`src/hdl/fct_pkg.sv`:
```
// Package for the frustum cull test block: plane packing, field widths and request kinds.
// Used by fct_plane.sv and frustum_cull_test.sv; depends on nothing else.

package fct_pkg;

    // Register file and configuration port
    localparam int PLANE_REGS     = 6;
    localparam int NUM_PLANES_DEF = 6;
    localparam int DATA_W         = 64;
    localparam int ADDR_W         = 6;
    localparam int IDX_LSB        = 3;
    localparam int IDX_W          = 3;

    // Field widths
    localparam int NORM_W  = 14;
    localparam int DIST_W  = 22;
    localparam int COORD_W = 22;
    localparam int EXT_W   = 21;

    // Plane packing: three normals from bit 0 up, distance in the top bits
    localparam int DIST_LSB   = 42;
    localparam int DIST_ALIGN = 13;

    // Widths of the product terms and of the plane sum
    localparam int PROD_W = NORM_W + COORD_W;
    localparam int MAG_W  = NORM_W;
    localparam int EXTP_W = MAG_W + EXT_W;
    localparam int SUM_W  = 40;

    // Magnitude that scales the sphere radius to the product format
    localparam logic [MAG_W-1:0] RADIUS_SCALE = MAG_W'(1 << DIST_ALIGN);

    typedef logic signed [NORM_W-1:0]  norm_t;
    typedef logic signed [DIST_W-1:0]  dist_t;
    typedef logic signed [COORD_W-1:0] coord_t;
    typedef logic        [EXT_W-1:0]   ext_t;
    typedef logic        [DATA_W-1:0]  plane_t;

    typedef enum logic [1:0] {
        REQ_POINT  = 2'd0,
        REQ_SPHERE = 2'd1,
        REQ_CUBE   = 2'd2,
        REQ_BOX    = 2'd3
    } req_kind_t;

endpackage

```
`src/hdl/fct_plane.sv`:
```
// One plane lane: registered products of the request against one plane, then the
// signed sum and its sign test. Depends on fct_pkg.

module fct_plane
(
    input  logic                      clk,
    input  logic                      load,
    input  fct_pkg::plane_t           plane,
    input  fct_pkg::req_kind_t        kind,
    input  fct_pkg::coord_t           cx,
    input  fct_pkg::coord_t           cy,
    input  fct_pkg::coord_t           cz,
    input  fct_pkg::ext_t             ex,
    input  fct_pkg::ext_t             ey,
    input  fct_pkg::ext_t             ez,
    output logic                      fail
);

    fct_pkg::norm_t nx;
    fct_pkg::norm_t ny;
    fct_pkg::norm_t nz;
    fct_pkg::dist_t plane_dist;

    logic signed [fct_pkg::NORM_W:0]   nx_wide;
    logic signed [fct_pkg::NORM_W:0]   ny_wide;
    logic signed [fct_pkg::NORM_W:0]   nz_wide;
    logic signed [fct_pkg::NORM_W:0]   nx_abs;
    logic signed [fct_pkg::NORM_W:0]   ny_abs;
    logic signed [fct_pkg::NORM_W:0]   nz_abs;
    logic [fct_pkg::MAG_W-1:0]         mag_x;
    logic [fct_pkg::MAG_W-1:0]         mag_y;
    logic [fct_pkg::MAG_W-1:0]         mag_z;

    logic signed [fct_pkg::PROD_W-1:0] prod_x_next;
    logic signed [fct_pkg::PROD_W-1:0] prod_y_next;
    logic signed [fct_pkg::PROD_W-1:0] prod_z_next;
    logic [fct_pkg::EXTP_W-1:0]        extp_x_next;
    logic [fct_pkg::EXTP_W-1:0]        extp_y_next;
    logic [fct_pkg::EXTP_W-1:0]        extp_z_next;

    logic signed [fct_pkg::PROD_W-1:0] prod_x_reg;
    logic signed [fct_pkg::PROD_W-1:0] prod_y_reg;
    logic signed [fct_pkg::PROD_W-1:0] prod_z_reg;
    logic [fct_pkg::EXTP_W-1:0]        extp_x_reg;
    logic [fct_pkg::EXTP_W-1:0]        extp_y_reg;
    logic [fct_pkg::EXTP_W-1:0]        extp_z_reg;

    logic signed [fct_pkg::DIST_W+fct_pkg::DIST_ALIGN-1:0] dist_scaled;
    logic signed [fct_pkg::SUM_W-1:0]                      sum;

    // Unpack the plane.
    assign nx         = plane[fct_pkg::NORM_W-1:0];
    assign ny         = plane[2*fct_pkg::NORM_W-1:fct_pkg::NORM_W];
    assign nz         = plane[3*fct_pkg::NORM_W-1:2*fct_pkg::NORM_W];
    assign plane_dist = plane[fct_pkg::DIST_LSB+fct_pkg::DIST_W-1:fct_pkg::DIST_LSB];

    // Normal magnitudes; the most negative normal still fits unsigned.
    assign nx_wide = (fct_pkg::NORM_W+1)'(nx);
    assign ny_wide = (fct_pkg::NORM_W+1)'(ny);
    assign nz_wide = (fct_pkg::NORM_W+1)'(nz);
    assign nx_abs  = nx_wide[fct_pkg::NORM_W] ? -nx_wide : nx_wide;
    assign ny_abs  = ny_wide[fct_pkg::NORM_W] ? -ny_wide : ny_wide;
    assign nz_abs  = nz_wide[fct_pkg::NORM_W] ? -nz_wide : nz_wide;

    // Margin weights: a sphere adds its scaled radius on one axis, a cube or box
    // pushes every axis toward the normal, and a point adds nothing.
    always_comb
    begin
        case (kind)
            fct_pkg::REQ_POINT:
            begin
                mag_x = '0;
                mag_y = '0;
                mag_z = '0;
            end
            fct_pkg::REQ_SPHERE:
            begin
                mag_x = fct_pkg::RADIUS_SCALE;
                mag_y = '0;
                mag_z = '0;
            end
            default:
            begin
                mag_x = nx_abs[fct_pkg::MAG_W-1:0];
                mag_y = ny_abs[fct_pkg::MAG_W-1:0];
                mag_z = nz_abs[fct_pkg::MAG_W-1:0];
            end
        endcase
    end

    // Products, all in parallel.
    assign prod_x_next = fct_pkg::PROD_W'(nx) * fct_pkg::PROD_W'(cx);
    assign prod_y_next = fct_pkg::PROD_W'(ny) * fct_pkg::PROD_W'(cy);
    assign prod_z_next = fct_pkg::PROD_W'(nz) * fct_pkg::PROD_W'(cz);
    assign extp_x_next = fct_pkg::EXTP_W'(mag_x) * fct_pkg::EXTP_W'(ex);
    assign extp_y_next = fct_pkg::EXTP_W'(mag_y) * fct_pkg::EXTP_W'(ey);
    assign extp_z_next = fct_pkg::EXTP_W'(mag_z) * fct_pkg::EXTP_W'(ez);

    // Product registers.
    always_ff @(posedge clk)
    begin
        if (load)
        begin
            prod_x_reg <= prod_x_next;
            prod_y_reg <= prod_y_next;
            prod_z_reg <= prod_z_next;
            extp_x_reg <= extp_x_next;
            extp_y_reg <= extp_y_next;
            extp_z_reg <= extp_z_next;
        end
    end

    // Plane value plus margin; the request fails this plane when it is negative.
    assign dist_scaled = {plane_dist, {fct_pkg::DIST_ALIGN{1'b0}}};
    assign sum = fct_pkg::SUM_W'(dist_scaled)
               + fct_pkg::SUM_W'(prod_x_reg)
               + fct_pkg::SUM_W'(prod_y_reg)
               + fct_pkg::SUM_W'(prod_z_reg)
               + $signed({{(fct_pkg::SUM_W-fct_pkg::EXTP_W){1'b0}}, extp_x_reg})
               + $signed({{(fct_pkg::SUM_W-fct_pkg::EXTP_W){1'b0}}, extp_y_reg})
               + $signed({{(fct_pkg::SUM_W-fct_pkg::EXTP_W){1'b0}}, extp_z_reg});

    assign fail = sum[fct_pkg::SUM_W-1];

endmodule

```
`config.mk`:
```
export PLATFORM = sky130hd
export DESIGN_NAME = fct_plane
export DESIGN_NICKNAME = d
export VERILOG_FILES = /design/src/hdl/fct_pkg.sv /design/src/hdl/fct_plane.sv
export SDC_FILE = /design/constraint.sdc
export NUM_CORES = 2
export LEC_CHECK = 0
export ABC_CLOCK_PERIOD_IN_PS = 15800
export BUFFER_PORTS_ARGS = -buffer_cell sky130_fd_sc_hd__clkbuf_2
export CAP_MARGIN = 10
export CORE_MARGIN = 2
export CORE_UTILIZATION = 40
export DETAILED_ROUTE_END_ITERATION = 16
export GPL_TIMING_DRIVEN = 0
export PLACE_DENSITY = 0.56
export SYNTH_ARGS = -nofsm -noshare
export SYNTH_HDL_FRONTEND = slang
export SYNTH_SLANG_ARGS = --single-unit
```
`constraint.sdc`:
```
create_clock -name clk -period 15.8 [get_ports clk]
set_input_delay 0.79 -clock clk [delete_from_list [all_inputs] [get_ports clk]]
set_output_delay 0.79 -clock clk [all_outputs]
set_load 0.01 [all_outputs]
```
==> run metrics <==
cell family with most CP delay adder cells; Post-synth EDFFs around 210; cts bufs inserted 24; worst path buffer plus inverter count 8; Tightest Hold Check Type in -> reg; peak clock frequency supported by timing around 0.095 GHz; Seq/Total Area, Yosys ~8.7%; Final Wtd Congestion 0.955; largest net degree at the start of global routing around 110; first-pass GRT wire length between 300 and 400 mm; fin crit share between 60% and 70%; Clock Sink Count roughly 210; GRT Max-Usage Layer met2; Area Growth Syn to Fin 6.59%; delay of the slowest critical-path stage about 0.76 ns; Mapped Cells 7,694; Chip Width 432 µm; Critical Path Sink Type register; DIE AREA around 0.19 mm²; Crit path top cell by count fa_1; GRT Total Usage around a quarter; met1 GRT Util between 30% and 40%; commonest non-fill, non-tap cells in the layout 1,724 x inv_1, 1,712 x fa_1, 1,106 x nand2_1, 600 x ha_1, 509 x and2_1; Slew headroom about a fifth; total number of yosys warnings 0; vias between 50,000 and 60,000; Post-DP HPWL 196 mm; Total Wirelength 226 mm; fin nets roughly 10,000; CTS clk-pin slew, worst paths around 0.060 ns; Synth Register Bits between 200 and 250; port buffer count between 150 and 200; Net Count, Synth between 10,000 and 15,000; Tmin final 10.57 ns; Async S/R FF share, synth 0%; Post-CTS Hold Buffers 0; synthesized area per cell around 9.5 µm²; met2 usage a little over two fifths; Fin. Hold Viols 0; most common cell after layout, fill and taps aside inv_1; Post-Syn Area 0.0731 mm²; IO Count around 200; Via density just over 5; hold_ws just under 0.6 ns; Critical Path Source Type input port; RSZ-0062 raised after global routing false; crit path kind in -> reg; post-cts resize count 0; Final Slew Violations 0; Setup violations, final 0; H-tree levels 1; Clk Tree Root Cell clkbuf_16; Crit path arrival time between 10 and 15 ns; CTS Buffer Depth 3; routed len/inst 21.9 µm; TNS Setup 0 ns; max_cap viols 0; Vert. Die Dim ~430 µm; worst slew pin tran between 1 and 1.5 ns; Synth cell types 76; layout cell share with drive strength beyond 1 roughly 3.1%; Initial Utilization approximately 40%; M3 GR Usage under 10%; Main synth FF type edfxtp_1; vias in the first global route slightly below 60,000; Remaining Overflow, GRT 0; slowest cell on the critical path o311ai_1; num rows 156; DR DRC count 0; first drt pass iteration count 5; required time worst endpoint ~16 ns; Max Fanout on Critical Path 10; setup bufs post-CTS 0; DRT iter0 DRCs 3,895; total core area ~0.18 mm²; CTS tree done; post-route ant nets 0; initial antenna violation count 48; status finished, final reports clean
-- stage by stage --
stage	cells	cell area [µm²]	setup slack [ns]	util (%)
5_1_grt	10313	77900	4.67	43.0
6_report	10321	77900	5.23	43.0
3_5_place_dp	10246	77000	4.84	42.5
4_1_cts	10290	77900	5.33	43.0
3_3_place_gp	10244	77000	4.80	42.5
2_1_floorplan	7694	73100	7.86	-
-- worst paths after layout --
kind / slack, ns / end / from / cells past startpoint
worst max-delay path: 5.23 / extp_y_reg[32] / plane[14] / 29
worst min-delay path: 0.59 / prod_y_reg[35] / load / 1
-- synth_stat cells (30+ instances only) --
| master | instances | area, µm² |
|---|---|---|
| nor2_1 | 100 | 375 |
| xor2_1 | 56 | 490 |
| ha_1 | 600 | 7510 |
| nand3_1 | 37 | 185 |
| and2_1 | 509 | 3180 |
| nor3_1 | 31 | 155 |
| clkbuf_1 | 359 | 1350 |
| inv_1 | 1724 | 6470 |
| nand2b_1 | 91 | 569 |
| xnor2_1 | 177 | 1550 |
| o21ai_0 | 88 | 440 |
| nand2_1 | 1106 | 4150 |
| fa_1 | 1712 | 34300 |
| o21bai_1 | 30 | 225 |
| edfxtp_1 | 213 | 6400 |
| a21oi_1 | 165 | 826 |
| and3_1 | 281 | 1760 |
| a21o_1 | 104 | 781 |
-- kinds of logic (layout without fill, tap and decap cells) --
logic type                 after synthesis  count (layout)  synth area share, %
DFF                                    213             213                 8.75
buffers and inverters                 2090            2316                 10.7
AOI/OAI and AO/OA                      587             587                 5.39
adders and majority gates             2312            2312                 57.1
xor gates and xnor gates               233             233                 2.79
muxes                                    6               6               0.0821
other                                    0              31                    0
and+or+nand+nor                       2253            2253                 15.1
-- area by class of cell --
type | count | area (µm²)
Fill cell | 17862 | 103000
Multi-Input combinational cell | 5391 | 58900
Inverter | 1725 | 6470
Sequential cell | 213 | 6400
Tap cell | 2370 | 2970
Buffer | 365 | 1370
Timing Repair Buffer | 182 | 965
Clock buffer | 28 | 637
Clock inverter | 16 | 173
Antenna cell | 31 | 77.6
-- routing by layer --
metal / wire (µm) / part of all wire, %
met1: 93400 / 41
met5: 61 / 0.027
met3: 12500 / 5.5
met2: 111000 / 49
met4: 9640 / 4.3
Power is not shown: default switching activity piles up to over one toggle a cycle in this logic, so the estimate is an artifact.
